[src/hw/rtl/wfd_pkg.sv]
`default_nettype none
package wfd_pkg;

   localparam int BUFFER_BYTES = 256;
   localparam int STORE_DEPTH  = BUFFER_BYTES / 4;
   localparam int IDX_W        = $clog2(STORE_DEPTH);
   localparam int LEN_W        = $clog2(BUFFER_BYTES + 1);
   localparam int RAM_DEPTH    = 2 * STORE_DEPTH;
   localparam int RAM_ADDR_W   = $clog2(RAM_DEPTH);
   localparam int QUEUE_DEPTH  = 2;
   localparam int QPTR_W       = $clog2(QUEUE_DEPTH);

   localparam logic [15:0] TAG_RESET  = 16'hBEEF;
   localparam logic [31:0] TERM_RESET = 32'hDEADBEEF;

   localparam logic CFG_HEADER_TAG      = 1'b0;
   localparam logic CFG_TERMINATOR_WORD = 1'b1;

   typedef enum logic [2:0] {
      ST_PAYLOAD    = 3'd0,
      ST_EMPTY_OK   = 3'd1,
      ST_BAD_TERM   = 3'd2,
      ST_EARLY_TERM = 3'd3,
      ST_BAD_LEN    = 3'd4
   } status_type;

   typedef enum logic [1:0] {
      BK_IDLE,
      BK_READ,
      BK_LOAD,
      BK_SHOW
   } back_state_type;

   typedef struct packed {
      status_type       status;
      logic [IDX_W-1:0] nwords;
      logic [2:0]       last_bytes;
      logic             bank;
   } cmd_type;

   typedef struct packed {
      logic done;
      logic bank;
   } release_type;

endpackage
`default_nettype wire

[src/hw/rtl/wfd_ram.sv]
`default_nettype none
module wfd_ram #(
   parameter int WIDTH = 32,
   parameter int DEPTH = 128
) (
   input  wire logic                     clock,
   input  wire logic                     wr_en,
   input  wire logic [$clog2(DEPTH)-1:0] wr_addr,
   input  wire logic [WIDTH-1:0]         wr_data,
   input  wire logic [$clog2(DEPTH)-1:0] rd_addr,
   output logic      [WIDTH-1:0]         rd_data
);

   logic [WIDTH-1:0] mem [DEPTH];

   always_ff @(posedge clock) begin
      if (wr_en) begin
         mem[wr_addr] <= wr_data;
      end
      rd_data <= mem[rd_addr];
   end

endmodule
`default_nettype wire

[src/hw/rtl/wfd_queue.sv]
`default_nettype none
module wfd_queue
   import wfd_pkg::*;
(
   input  wire logic    clock,
   input  wire logic    reset,
   input  wire logic    push,
   input  wire cmd_type push_cmd,
   output logic         full,
   input  wire logic    pop,
   output cmd_type      head,
   output logic         head_valid
);

   cmd_type             slot_ff [QUEUE_DEPTH];
   logic [QPTR_W-1:0]   wr_ptr_ff;
   logic [QPTR_W-1:0]   rd_ptr_ff;
   logic [QPTR_W:0]     count_ff;
   logic [QPTR_W-1:0]   wr_ptr_in;
   logic [QPTR_W-1:0]   rd_ptr_in;
   logic [QPTR_W:0]     count_in;
   logic                do_push;
   logic                do_pop;

   assign full       = count_ff == (QPTR_W+1)'(QUEUE_DEPTH);
   assign head_valid = count_ff != '0;
   assign head       = slot_ff[rd_ptr_ff];
   assign do_push    = push && !full;
   assign do_pop     = pop && head_valid;

   always_comb begin
      wr_ptr_in = wr_ptr_ff;
      rd_ptr_in = rd_ptr_ff;
      count_in  = count_ff;
      if (do_push) begin
         wr_ptr_in = wr_ptr_ff + 1'b1;
      end
      if (do_pop) begin
         rd_ptr_in = rd_ptr_ff + 1'b1;
      end
      if (do_push && !do_pop) begin
         count_in = count_ff + 1'b1;
      end else if (!do_push && do_pop) begin
         count_in = count_ff - 1'b1;
      end
   end

   always_ff @(posedge clock) begin
      if (reset) begin
         wr_ptr_ff <= '0;
         rd_ptr_ff <= '0;
         count_ff  <= '0;
      end else begin
         wr_ptr_ff <= wr_ptr_in;
         rd_ptr_ff <= rd_ptr_in;
         count_ff  <= count_in;
      end
   end

   always_ff @(posedge clock) begin
      if (do_push) begin
         slot_ff[wr_ptr_ff] <= push_cmd;
      end
   end

endmodule
`default_nettype wire

[src/hw/rtl/wfd_front.sv]
`default_nettype none
module wfd_front
   import wfd_pkg::*;
(
   input  wire logic                  clock,
   input  wire logic                  reset,
   input  wire logic                  req_tvalid,
   output logic                       req_tready,
   input  wire logic [31:0]           req_tdata,
   input  wire logic                  csr_valid,
   output logic                       csr_ready,
   input  wire logic                  csr_index,
   input  wire logic [31:0]           csr_wdata,
   input  wire logic                  q_full,
   output logic                       push,
   output cmd_type                    push_cmd,
   input  wire release_type           bank_release,
   output logic                       wr_en,
   output logic [RAM_ADDR_W-1:0]      wr_addr,
   output logic [31:0]                wr_data
);

   logic [15:0]      tag_ff;
   logic [31:0]      term_ff;
   logic [LEN_W-1:0] exp_ff;
   logic [LEN_W-1:0] cnt_ff;
   logic             bank_ff;
   logic [1:0]       busy_ff;
   logic [LEN_W-1:0] exp_in;
   logic [LEN_W-1:0] cnt_in;
   logic             bank_in;
   logic [1:0]       busy_in;
   logic             accept;
   logic [15:0]      len;
   logic [LEN_W:0]   cnt_plus;
   logic [LEN_W-1:0] pay;
   logic [LEN_W-1:0] pay_m1;
   logic [LEN_W:0]   pay_round;

   assign csr_ready  = 1'b1;
   assign req_tready = !q_full && !busy_ff[bank_ff];
   assign accept     = req_tvalid && req_tready;
   assign len        = req_tdata[15:0];
   assign cnt_plus   = {1'b0, cnt_ff} + (LEN_W+1)'(4);
   assign pay        = exp_ff - LEN_W'(4);
   assign pay_m1     = pay - LEN_W'(1);
   assign pay_round  = {1'b0, pay} + (LEN_W+1)'(3);
   assign wr_addr    = {bank_ff, cnt_ff[IDX_W+1:2]};
   assign wr_data    = req_tdata;

   always_comb begin
      exp_in   = exp_ff;
      cnt_in   = cnt_ff;
      bank_in  = bank_ff;
      busy_in  = busy_ff;
      push     = 1'b0;
      push_cmd = '0;
      wr_en    = 1'b0;
      if (bank_release.done) begin
         busy_in[bank_release.bank] = 1'b0;
      end
      if (accept) begin
         if (exp_ff == '0) begin
            if ((req_tdata[31:16] & tag_ff) == tag_ff && len != '0) begin
               if (len < 16'd4 || len > 16'(BUFFER_BYTES)) begin
                  push            = 1'b1;
                  push_cmd.status = ST_BAD_LEN;
               end else begin
                  exp_in = len[LEN_W-1:0];
                  cnt_in = '0;
               end
            end
         end else if (cnt_plus >= {1'b0, exp_ff}) begin
            exp_in = '0;
            cnt_in = '0;
            push   = 1'b1;
            if (req_tdata != term_ff) begin
               push_cmd.status = ST_BAD_TERM;
            end else if (pay == '0) begin
               push_cmd.status = ST_EMPTY_OK;
            end else begin
               push_cmd.status     = ST_PAYLOAD;
               push_cmd.nwords     = pay_round[IDX_W+1:2];
               push_cmd.last_bytes = 3'(pay_m1[1:0]) + 3'd1;
               push_cmd.bank       = bank_ff;
               busy_in[bank_ff]    = 1'b1;
               bank_in             = ~bank_ff;
            end
         end else if (req_tdata == term_ff) begin
            exp_in          = '0;
            cnt_in          = '0;
            push            = 1'b1;
            push_cmd.status = ST_EARLY_TERM;
         end else begin
            wr_en  = 1'b1;
            cnt_in = cnt_plus[LEN_W-1:0];
         end
      end
   end

   always_ff @(posedge clock) begin
      if (reset) begin
         tag_ff  <= TAG_RESET;
         term_ff <= TERM_RESET;
         exp_ff  <= '0;
         cnt_ff  <= '0;
         bank_ff <= 1'b0;
         busy_ff <= '0;
      end else begin
         exp_ff  <= exp_in;
         cnt_ff  <= cnt_in;
         bank_ff <= bank_in;
         busy_ff <= busy_in;
         if (csr_valid && csr_ready) begin
            case (csr_index)
               CFG_HEADER_TAG:      tag_ff  <= csr_wdata[15:0];
               CFG_TERMINATOR_WORD: term_ff <= csr_wdata;
               default:             ;
            endcase
         end
      end
   end

endmodule
`default_nettype wire

[src/hw/rtl/wfd_back.sv]
`default_nettype none
module wfd_back
   import wfd_pkg::*;
(
   input  wire logic                  clock,
   input  wire logic                  reset,
   input  wire cmd_type               head,
   input  wire logic                  head_valid,
   output logic                       pop,
   output logic [RAM_ADDR_W-1:0]      rd_addr,
   input  wire logic [31:0]           rd_data,
   output release_type                bank_release,
   output logic                       rsp_tvalid,
   input  wire logic                  rsp_tready,
   output logic [39:0]                rsp_tdata,  // payload_word, valid_bytes
   output logic [2:0]                 rsp_tuser,  // status
   output logic                       rsp_tlast
);

   back_state_type   state_ff;
   back_state_type   state_in;
   cmd_type          cmd_ff;
   cmd_type          cmd_in;
   logic [IDX_W-1:0] idx_ff;
   logic [IDX_W-1:0] idx_in;
   status_type       status_ff;
   status_type       status_in;
   logic [31:0]      word_ff;
   logic [31:0]      word_in;
   logic [2:0]       bytes_ff;
   logic [2:0]       bytes_in;
   logic             last_ff;
   logic             last_in;
   logic             is_last;

   assign rd_addr    = {cmd_ff.bank, idx_ff};
   assign is_last    = idx_ff == cmd_ff.nwords - 1'b1;
   assign rsp_tvalid = state_ff == BK_SHOW;
   assign rsp_tdata  = {5'b0, bytes_ff, word_ff};
   assign rsp_tuser  = status_ff;
   assign rsp_tlast  = last_ff;

   always_comb begin
      state_in     = state_ff;
      cmd_in       = cmd_ff;
      idx_in       = idx_ff;
      status_in    = status_ff;
      word_in      = word_ff;
      bytes_in     = bytes_ff;
      last_in      = last_ff;
      pop          = 1'b0;
      bank_release = '0;
      case (state_ff)
         BK_IDLE: begin
            if (head_valid) begin
               pop    = 1'b1;
               cmd_in = head;
               idx_in = '0;
               if (head.status == ST_PAYLOAD) begin
                  state_in = BK_READ;
               end else begin
                  status_in = head.status;
                  word_in   = '0;
                  bytes_in  = '0;
                  last_in   = 1'b1;
                  state_in  = BK_SHOW;
               end
            end
         end
         BK_READ: begin
            state_in = BK_LOAD;
         end
         BK_LOAD: begin
            status_in = ST_PAYLOAD;
            word_in   = rd_data;
            bytes_in  = is_last ? cmd_ff.last_bytes : 3'd4;
            last_in   = is_last;
            state_in  = BK_SHOW;
         end
         BK_SHOW: begin
            if (rsp_tready) begin
               if (last_ff) begin
                  state_in = BK_IDLE;
                  if (status_ff == ST_PAYLOAD) begin
                     bank_release.done = 1'b1;
                     bank_release.bank = cmd_ff.bank;
                  end
               end else begin
                  idx_in   = idx_ff + 1'b1;
                  state_in = BK_READ;
               end
            end
         end
         default: begin
            state_in = BK_IDLE;
         end
      endcase
   end

   always_ff @(posedge clock) begin
      if (reset) begin
         state_ff <= BK_IDLE;
      end else begin
         state_ff <= state_in;
      end
   end

   always_ff @(posedge clock) begin
      cmd_ff    <= cmd_in;
      idx_ff    <= idx_in;
      status_ff <= status_in;
      word_ff   <= word_in;
      bytes_ff  <= bytes_in;
      last_ff   <= last_in;
   end

endmodule
`default_nettype wire

[src/hw/rtl/word_frame_deframer.sv]
// order: a closing word is registered in the command queue, then the back end moves a
//    status result straight to show, or replays a payload word by word through ram read,
//    load and show states, reading the next word only once the result side takes the last
// throughput: one link word per cycle; the front stalls only when the command queue
//    is full or the store bank it fills is still being replayed
// reset: control state cleared, header_tag 0xbeef, terminator_word 0xdeadbeef, no store clear
`default_nettype none
module word_frame_deframer
   import wfd_pkg::*;
(
   input  wire logic        clock,
   input  wire logic        reset,
   input  wire logic        req_tvalid,
   output logic             req_tready,
   input  wire logic [31:0] req_tdata,  // rx_word
   output logic             rsp_tvalid,
   input  wire logic        rsp_tready,
   output logic [39:0]      rsp_tdata,  // payload_word, valid_bytes
   output logic [2:0]       rsp_tuser,  // status
   output logic             rsp_tlast,
   input  wire logic        csr_valid,
   output logic             csr_ready,
   input  wire logic        csr_index,
   input  wire logic [31:0] csr_wdata
);

   logic                  q_full;
   logic                  push;
   cmd_type               push_cmd;
   logic                  pop;
   cmd_type               head;
   logic                  head_valid;
   release_type           bank_release;
   logic                  wr_en;
   logic [RAM_ADDR_W-1:0] wr_addr;
   logic [31:0]           wr_data;
   logic [RAM_ADDR_W-1:0] rd_addr;
   logic [31:0]           rd_data;

   wfd_front u_front (
      .clock        (clock),
      .reset        (reset),
      .req_tvalid   (req_tvalid),
      .req_tready   (req_tready),
      .req_tdata    (req_tdata),
      .csr_valid    (csr_valid),
      .csr_ready    (csr_ready),
      .csr_index    (csr_index),
      .csr_wdata    (csr_wdata),
      .q_full       (q_full),
      .push         (push),
      .push_cmd     (push_cmd),
      .bank_release (bank_release),
      .wr_en        (wr_en),
      .wr_addr      (wr_addr),
      .wr_data      (wr_data)
   );

   wfd_queue u_queue (
      .clock      (clock),
      .reset      (reset),
      .push       (push),
      .push_cmd   (push_cmd),
      .full       (q_full),
      .pop        (pop),
      .head       (head),
      .head_valid (head_valid)
   );

   wfd_ram #(
      .WIDTH (32),
      .DEPTH (RAM_DEPTH)
   ) u_ram (
      .clock   (clock),
      .wr_en   (wr_en),
      .wr_addr (wr_addr),
      .wr_data (wr_data),
      .rd_addr (rd_addr),
      .rd_data (rd_data)
   );

   wfd_back u_back (
      .clock        (clock),
      .reset        (reset),
      .head         (head),
      .head_valid   (head_valid),
      .pop          (pop),
      .rd_addr      (rd_addr),
      .rd_data      (rd_data),
      .bank_release (bank_release),
      .rsp_tvalid   (rsp_tvalid),
      .rsp_tready   (rsp_tready),
      .rsp_tdata    (rsp_tdata),
      .rsp_tuser    (rsp_tuser),
      .rsp_tlast    (rsp_tlast)
   );

   a_status_clean: assert property (@(posedge clock) disable iff (reset)
      rsp_tvalid && rsp_tuser != ST_PAYLOAD |-> rsp_tlast && rsp_tdata == '0)
      else $error("status result carries payload or no last mark");

   a_bytes_range: assert property (@(posedge clock) disable iff (reset)
      rsp_tvalid && rsp_tuser == ST_PAYLOAD |->
         rsp_tdata[34:32] != 3'd0 && rsp_tdata[34:32] <= 3'd4)
      else $error("payload result with bad byte count");

   a_full_stalls: assert property (@(posedge clock) disable iff (reset)
      q_full |-> !req_tready)
      else $error("front accepts a transaction while the queue is full");

   a_release_payload: assert property (@(posedge clock) disable iff (reset)
      bank_release.done |-> rsp_tvalid && rsp_tready && rsp_tlast && rsp_tuser == ST_PAYLOAD)
      else $error("store bank released outside a final payload transaction");

endmodule
`default_nettype wire

[config.mk]
export PLATFORM = sky130hd
export DESIGN_NAME = word_frame_deframer
export DESIGN_NICKNAME = d
export VERILOG_FILES = /design/src/hw/rtl/wfd_pkg.sv /design/src/hw/rtl/wfd_ram.sv /design/src/hw/rtl/wfd_queue.sv /design/src/hw/rtl/wfd_front.sv /design/src/hw/rtl/wfd_back.sv /design/src/hw/rtl/word_frame_deframer.sv
export SDC_FILE = /design/constraint.sdc
export NUM_CORES = 2
export LEC_CHECK = 0
export BUFFER_PORTS_ARGS = -buffer_cell sky130_fd_sc_hd__buf_2
export CAP_MARGIN = 20
export CORE_MARGIN = 2
export CORE_UTILIZATION = 63
export CTS_CLUSTER_DIAMETER = 120
export DETAILED_ROUTE_END_ITERATION = 6
export GPL_TIMING_DRIVEN = 0
export PLACE_DENSITY = 0.79
export REMOVE_ABC_BUFFERS = 1
export SETUP_SLACK_MARGIN = 0.05
export SYNTH_ARGS = -nofsm -noshare
export SYNTH_HDL_FRONTEND = slang
export SYNTH_MEMORY_MAX_BITS = 65536
export SYNTH_SLANG_ARGS = --single-unit
[constraint.sdc]
create_clock -name clock -period 7.2 [get_ports clock]
set_clock_uncertainty 0.15 [all_clocks]
set_input_delay 0.72 -clock clock [delete_from_list [all_inputs] [get_ports clock]]
set_output_delay 0.72 -clock clock [all_outputs]
set_load 0.02 [all_outputs]
# Word level (Yosys, flattened, before mapping)
# Memory sizes are Yosys's and may differ from the RTL's. A register that Yosys moved wholly into a read port is not among the register bits.
# Index checks and enable logic that the tools add are counted.
[totals]
inputBits = 70
word_cells = 175
n_memories = 2
out_inout_bits = 47
ff_bits = 130
ram_bits = 4122
[op_classes]
n_mux = 80
n_bitwise = 9
n_eq_ne = 14
n_reduce_logical = 34
n_lt_le_gt_ge = 7
n_addsub = 11
[mem_list]
columns = ["name", "depth", "word_bits", "read_ports", "rd_ports_with_merged_regs", "wr", "line", "text"]
rows = [
  ["u_ram.mem", 128, 32, 1, 1, 1, "wfd_ram.sv:14", "logic [WIDTH-1:0] mem [DEPTH];"],
  ["u_queue.slot_ff", 2, 13, 1, 1, 1, "wfd_queue.sv:15", "cmd_type slot_ff [QUEUE_DEPTH];"],
]
[op_table]
columns = ["operator", "n"]
rows = [
  ["two-way mux 9 bit", 10],
  ["two-way mux 32 bit", 2],
  ["one-hot mux 32 bit (2 select lines)", 1],
  ["two-way mux 10 bit", 4],
  ["two-way mux 2 bit", 17],
  ["equality test 32 bit", 1],
  ["inequality test 32 bit", 1],
  ["two-way mux 3 bit", 9],
  ["two-way mux 1 bit", 26],
  ["zero test 9 bit", 2],
  ["two-way mux 6 bit", 3],
  ["bitwise AND 16 bit", 1],
  ["equality test 16 bit", 1],
  ["greater-than comparator 16 x 9 -> 1 bit, second input constant", 1],
  ["< comparator 16 x 3 -> 1 bit, second input constant", 1],
  ["nonzero test 16 bit", 1],
  ["two-way mux 13 bit", 1],
  ["one-hot mux 3 bit (2 select lines)", 2],
  ["one-hot mux 6 bit (2 select lines)", 1],
  ["adder 9 x 3 -> 10 bit, second input constant", 1],
  [">= comparator 10 x 9 -> 1 bit", 1],
  ["inequality test 2 bit, second input constant", 5],
  ["logical AND 1 bit", 9],
  ["subtractor 9 x 3 -> 9 bit, second input constant", 1],
  ["30 further kinds", 53],
]

# Longest topological paths before layout
[depth]
depth_word = 18
ltp_mapped = 16
mapped_depth_nobuf = 14

# Modules after synthesis
# From an unflattened synthesis, not the netlist that was laid out.
[hier_totals]
cells_unflattened = 6758
area_unflattened_um2 = 163908.5
[modules_own_cells]
columns = ["mod", "area_per_inst_um2", "seq_area_each_um2", "cells_per_inst", "instances"]
rows = [
  ["wfd_ram", 156276.1, 123638.6, 5990, 1],
  ["wfd_front", 4050.1, 1341.3, 529, 1],
  ["wfd_back", 2429.8, 1691.6, 174, 1],
  ["wfd_queue", 1152.4, 880.8, 65, 1],
]

# Least setup slack after synthesis
# Ideal clock, no wire load.
[synth_path]
kind = "register -> register"
startpoint = "register u_front.cnt_ff[4]"
endpoint = "memory u_ram.mem[107][0], enable pin"
required_time_ps = 6629
stages_incl_launch_ff = 15
synth_period_minus_slack_ps = 5257
arrival_time_ps = 4685
slack_ps = 1943
setup_ps = 421
n_path_buf = 3
path_cell_list = "dfxtp_1 buf_2 and3_1 clkbuf_1 nand3_1 xnor2_1 ha_1 a211o_1 a211o_1 a21oi_1 ha_1 nor3b_1 nand3_1 clkbuf_1 nor2_1"
[synth_via]
elab_chain_len = 7
[synth_lines]
columns = ["element", "line", "text"]
rows = [
  ["start: declaration", "wfd_front.sv:26", "logic [LEN_W-1:0] cnt_ff;"],
  ["start signal: assignment", "wfd_front.sv:111", "cnt_ff <= cnt_in;"],
  ["adder 9 x 3 -> 10 bit", "wfd_front.sv:44", "assign cnt_plus = {1'b0, cnt_ff} + (LEN_W+1)'(4);"],
  [">= comparator 10 x 9 -> 1 bit", "wfd_front.sv:73", "end else if (cnt_plus >= {1'b0, exp_ff}) begin"],
  ["two-way mux 1 bit", "wfd_front.sv:73", ""],
  ["two-way mux 1 bit", "wfd_front.sv:63", "if (exp_ff == '0) begin"],
  ["two-way mux 1 bit", "wfd_front.sv:62", "if (accept) begin"],
  ["two-way mux 1 bit", "wfd_ram.sv:17", "if (wr_en) begin"],
  ["two-way mux 1 bit (implied by the code)", "wfd_ram.sv:18", "mem[wr_addr] <= wr_data;"],
  ["end: declaration", "wfd_ram.sv:14", ""],
]
# Several ways; a longest one is shown, not always the timed one.

# Worst setup path after layout
[layout_path]
startpoint = "register u_front.cnt_ff[2]"
endpoint = "memory u_ram.mem[19][25], enable pin"
# Same word-level chain as after synthesis.

==> run metrics <==
status finished with violations; failing checks design-rule violations, negative setup slack; Mapped Avg Cell Area 22.02 um^2; Initial Utilization 63.41%; CTS tree yes; FF-to-FF End u_ram.mem[19][25]; Hold Path End u_ram.mem[117][22]; IO buf count 110; final hold violation count 0; CP startpoint kind flip-flop; Tcrit/Tclk final 100.6%; ys async rst share 0%; # DRC 1; setup TNS -0.4884 ns; share of cells above drive strength 1 27.08%; RSZ-0062 raised after global routing no; Max Freq 138.1 MHz; total instance count after detailed placement 11.07k; initial antenna violation count 44; Main synth FF type edfxtp_1; FF-to-FF setup slack -0.04 ns; antenna viol nets, final 0; worst-path fanout max 18; clock slew at the register clock pins of the worst setup and hold paths 0.07 ns; Post-synth EDFFs 4177; largest net degree at the start of global routing 94; Hold Crit Start req_tdata[22]; # nets final 8127; worst path arrival time 7.79 ns; WL/cell 43.05 um; vias in the first global route 90.24k; r2r worst-path depth 13; hold depth 1; slew at the pin with the worst max-slew slack 1.291 ns; Slew Viols, Final 0; total CTS buffers 416; flops & latches, synth 4283; Starting DRT DRC Count 17.73k; row cnt 187; sequential-to-total area share from yosys stat 77.39%; first-pass GRT wire length 696.3 mm; worst skew pair latency 1.06 ns; drt first pass iters 7; die height 515.5 um; power density cells 385.7 nW/um^2; Max VDD drop 0.3474 mV; post-synth top area cell edfxtp_1; HPWL reported at the end of detailed placement 276.5 mm; fin worst setup slack -0.04290 ns; Avg Vias per Cell 7.640; Max-cap violations 0; clk buf depth 4; top post-synthesis cells by area edfxtp_1 (76%), mux4_2 (14%), mux2i_1 (2.4%); Ports 117; Post-CTS Resized 0; Worst Setup End Kind flip-flop; Non-Filler Instances 11.89k; Netlist cell types 65; GRT Total Usage 38.24%; Final setup viols 17; Yosys top cell area share 76.10%; Syn-to-layout area delta 16.38%; CP Launch Point u_front.cnt_ff[2]; clock sinks 4283; detailed-route wire length 512.0 mm; vias 90.86k; area of the core 259900 um^2; Post-Syn Area 164800 um^2; worst hold path class in2reg; Slew HR 13.70%; gr ovfl total 0; CTS root buffer clkbuf_16; final hold slack 0.05571 ns; H-tree depth 5; Leak Pwr 60.87 nW; Critical R2R Launch u_front.cnt_ff[2]; Layout fillers 12.59k; Setup CP Type reg2reg; die area 265700 um^2; GPL Wtd Cong 0.8488; Die Width 515.5 um; Tmin final 7.243 ns; synth warn 0; Post-Syn Instances 7486; Worst Path Required 7.75 ns
cells in the final DEF (no fill, tap or decap), drive strengths merged, types with 41 or more instances in the layout:
cell type	count
edfxtp	4177
mux4	1018
clkbuf	523
buf	510
mux2i	403
nor2	208
nand2	177
clkinv	177
o22ai	125
dfxtp	106
a21oi	89
nor2b	82
a211oi	78
nand3	57
a31oi	54
xnor2	52
o21ai	45
a22oi	44
and2	41
metal layers:
layer  global-route usage (%)  up-vias  routed length [um]
met3                    10.11     2293               71060
met4                    26.77       28               45490
li1                         -    32671                   -
met5                   0.2009        -                 281
met1                    47.25    45877              154300
met2                    59.52     9991              240800
state kept, by name, indices dropped and copies added, names as in the netlist, named ones only:
signal             cells
u_front.term_ff       32
u_ram.rd_data         32
u_front.bank_ff        1
u_back.cmd_ff          9
u_queue.slot_ff       26
u_front.busy_ff        2
u_back.word_ff        32
u_queue.count_ff       2
u_queue.rd_ptr_ff      1
u_back.bytes_ff        3
u_back.state_ff        2
u_back.rsp_tuser       3
u_front.cnt_ff         7
u_ram.mem           4096
u_queue.wr_ptr_ff      1
u_back.rsp_tlast       1
u_back.rd_addr         1
u_back.idx_ff          6
u_front.exp_ff         9
u_front.tag_ff        16
area by class of cell:
| type | count | area (um^2) | area share (%) |
|---|---|---|---|
| tap | 3496 | 4374 | 2.280 |
| antenna | 27 | 67.56 | 0.03522 |
| sequential | 4283 | 127600 | 66.49 |
| inverter | 33 | 136.4 | 0.07109 |
| multi-input combinational | 2754 | 36020 | 18.78 |
| clock buffer | 523 | 10990 | 5.727 |
| clock inverter | 227 | 1944 | 1.014 |
| timing repair buffer | 549 | 10750 | 5.602 |
metrics by stage:
step / area, um^2 / util, % / setup slack (ns) / total power, mW
6_report: 191800 / 73.80 / -0.04290 / 73.98
4_1_cts: 191700 / 73.73 / 0.4145 / 72.90
5_1_grt: 191800 / 73.78 / 0.1068 / 74.79
3_5_place_dp: 178300 / 68.60 / 0.7239 / 51.10
2_1_floorplan: 162600 / - / -40.20 / 39.79
3_3_place_gp: 167500 / 64.44 / -87.47 / 42.92
worst max-delay path, cell delays in order (launching register included):
cell	delay, ns
dfxtp_1	0.61
and3_1	0.42
nand3_1	0.16
xnor2_1	0.33
ha_1	0.34
a211o_1	0.30
o221a_2	0.28
a21oi_1	0.73
ha_1	0.44
nor3b_1	0.81
nand3_2	0.79
buf_12	0.45
nor2_4	0.79
buf_16	0.25
worst max-delay path by stage:
stage                         to  slack, ns  depth (start not counted)
2_1_floorplan  u_ram.rd_data[11]     -40.20                          6
3_3_place_gp    u_ram.rd_data[5]     -87.47                          6
3_5_place_dp    u_ram.mem[19][3]       0.72                         13
4_1_cts         u_ram.mem[19][0]       0.41                         13
5_1_grt         u_ram.mem[19][0]       0.11                         13
6_report       u_ram.mem[19][25]      -0.04                         13
what timing repair did:
action	in CTS	in global routing
hold buffers	39	0
endpoints found under the hold margin	56	0
setup buffers	0	0
endpoints found under the setup margin	0	0
Yosys cell counts (all sizes together) (3+ instances only):
master and number:
edfxtp 4177, nand2 177, buf 281, o21ai 45, o221ai 17, dfxtp 106, mux2 14, a22o 9
or2 5, nor2b 82, nand4 14, a32oi 5, a22oi 44, or3 3, a211oi 78, and2 41
nor3 26, o41a 3, clkbuf 139, o2111ai 4, a211o 17, a31oi 54, nor2 208, mux4 1018
o22ai 125, nor4 9, ha 20, a21o 3, a21oi 89, and3 14, inv 32, nand3 57
a221oi 37, xnor2 52, o21a 19, xor2 9, mux2i 403, o211ai 6, nand2b 18, nor3b 4
power by group:
part | leakage, nW | switching (mW) | internal, mW | total [mW]
clock network | 6.31 | 9.66 | 11.9 | 21.6
logic | 16.1 | 14.1 | 10.3 | 24.4
registers | 38.4 | 0.294 | 27.8 | 28.0
kinds of logic after synthesis:
| logic type | after synthesis | share of synthesized area, % |
|---|---|---|
| AND/OR/NAND/NOR | 663 | 1.889 |
| flip-flops | 4283 | 77.39 |
| multiplexers | 1435 | 16.45 |
| buffers and inverters | 453 | 1.445 |
| XOR/XNOR | 61 | 0.3241 |
| AO/OA/AOI/OAI | 569 | 2.347 |
| other | 2 | 0.004556 |
| adder cells (fa/ha/maj) | 20 | 0.1518 |
(Power assumes the default switching activity.)
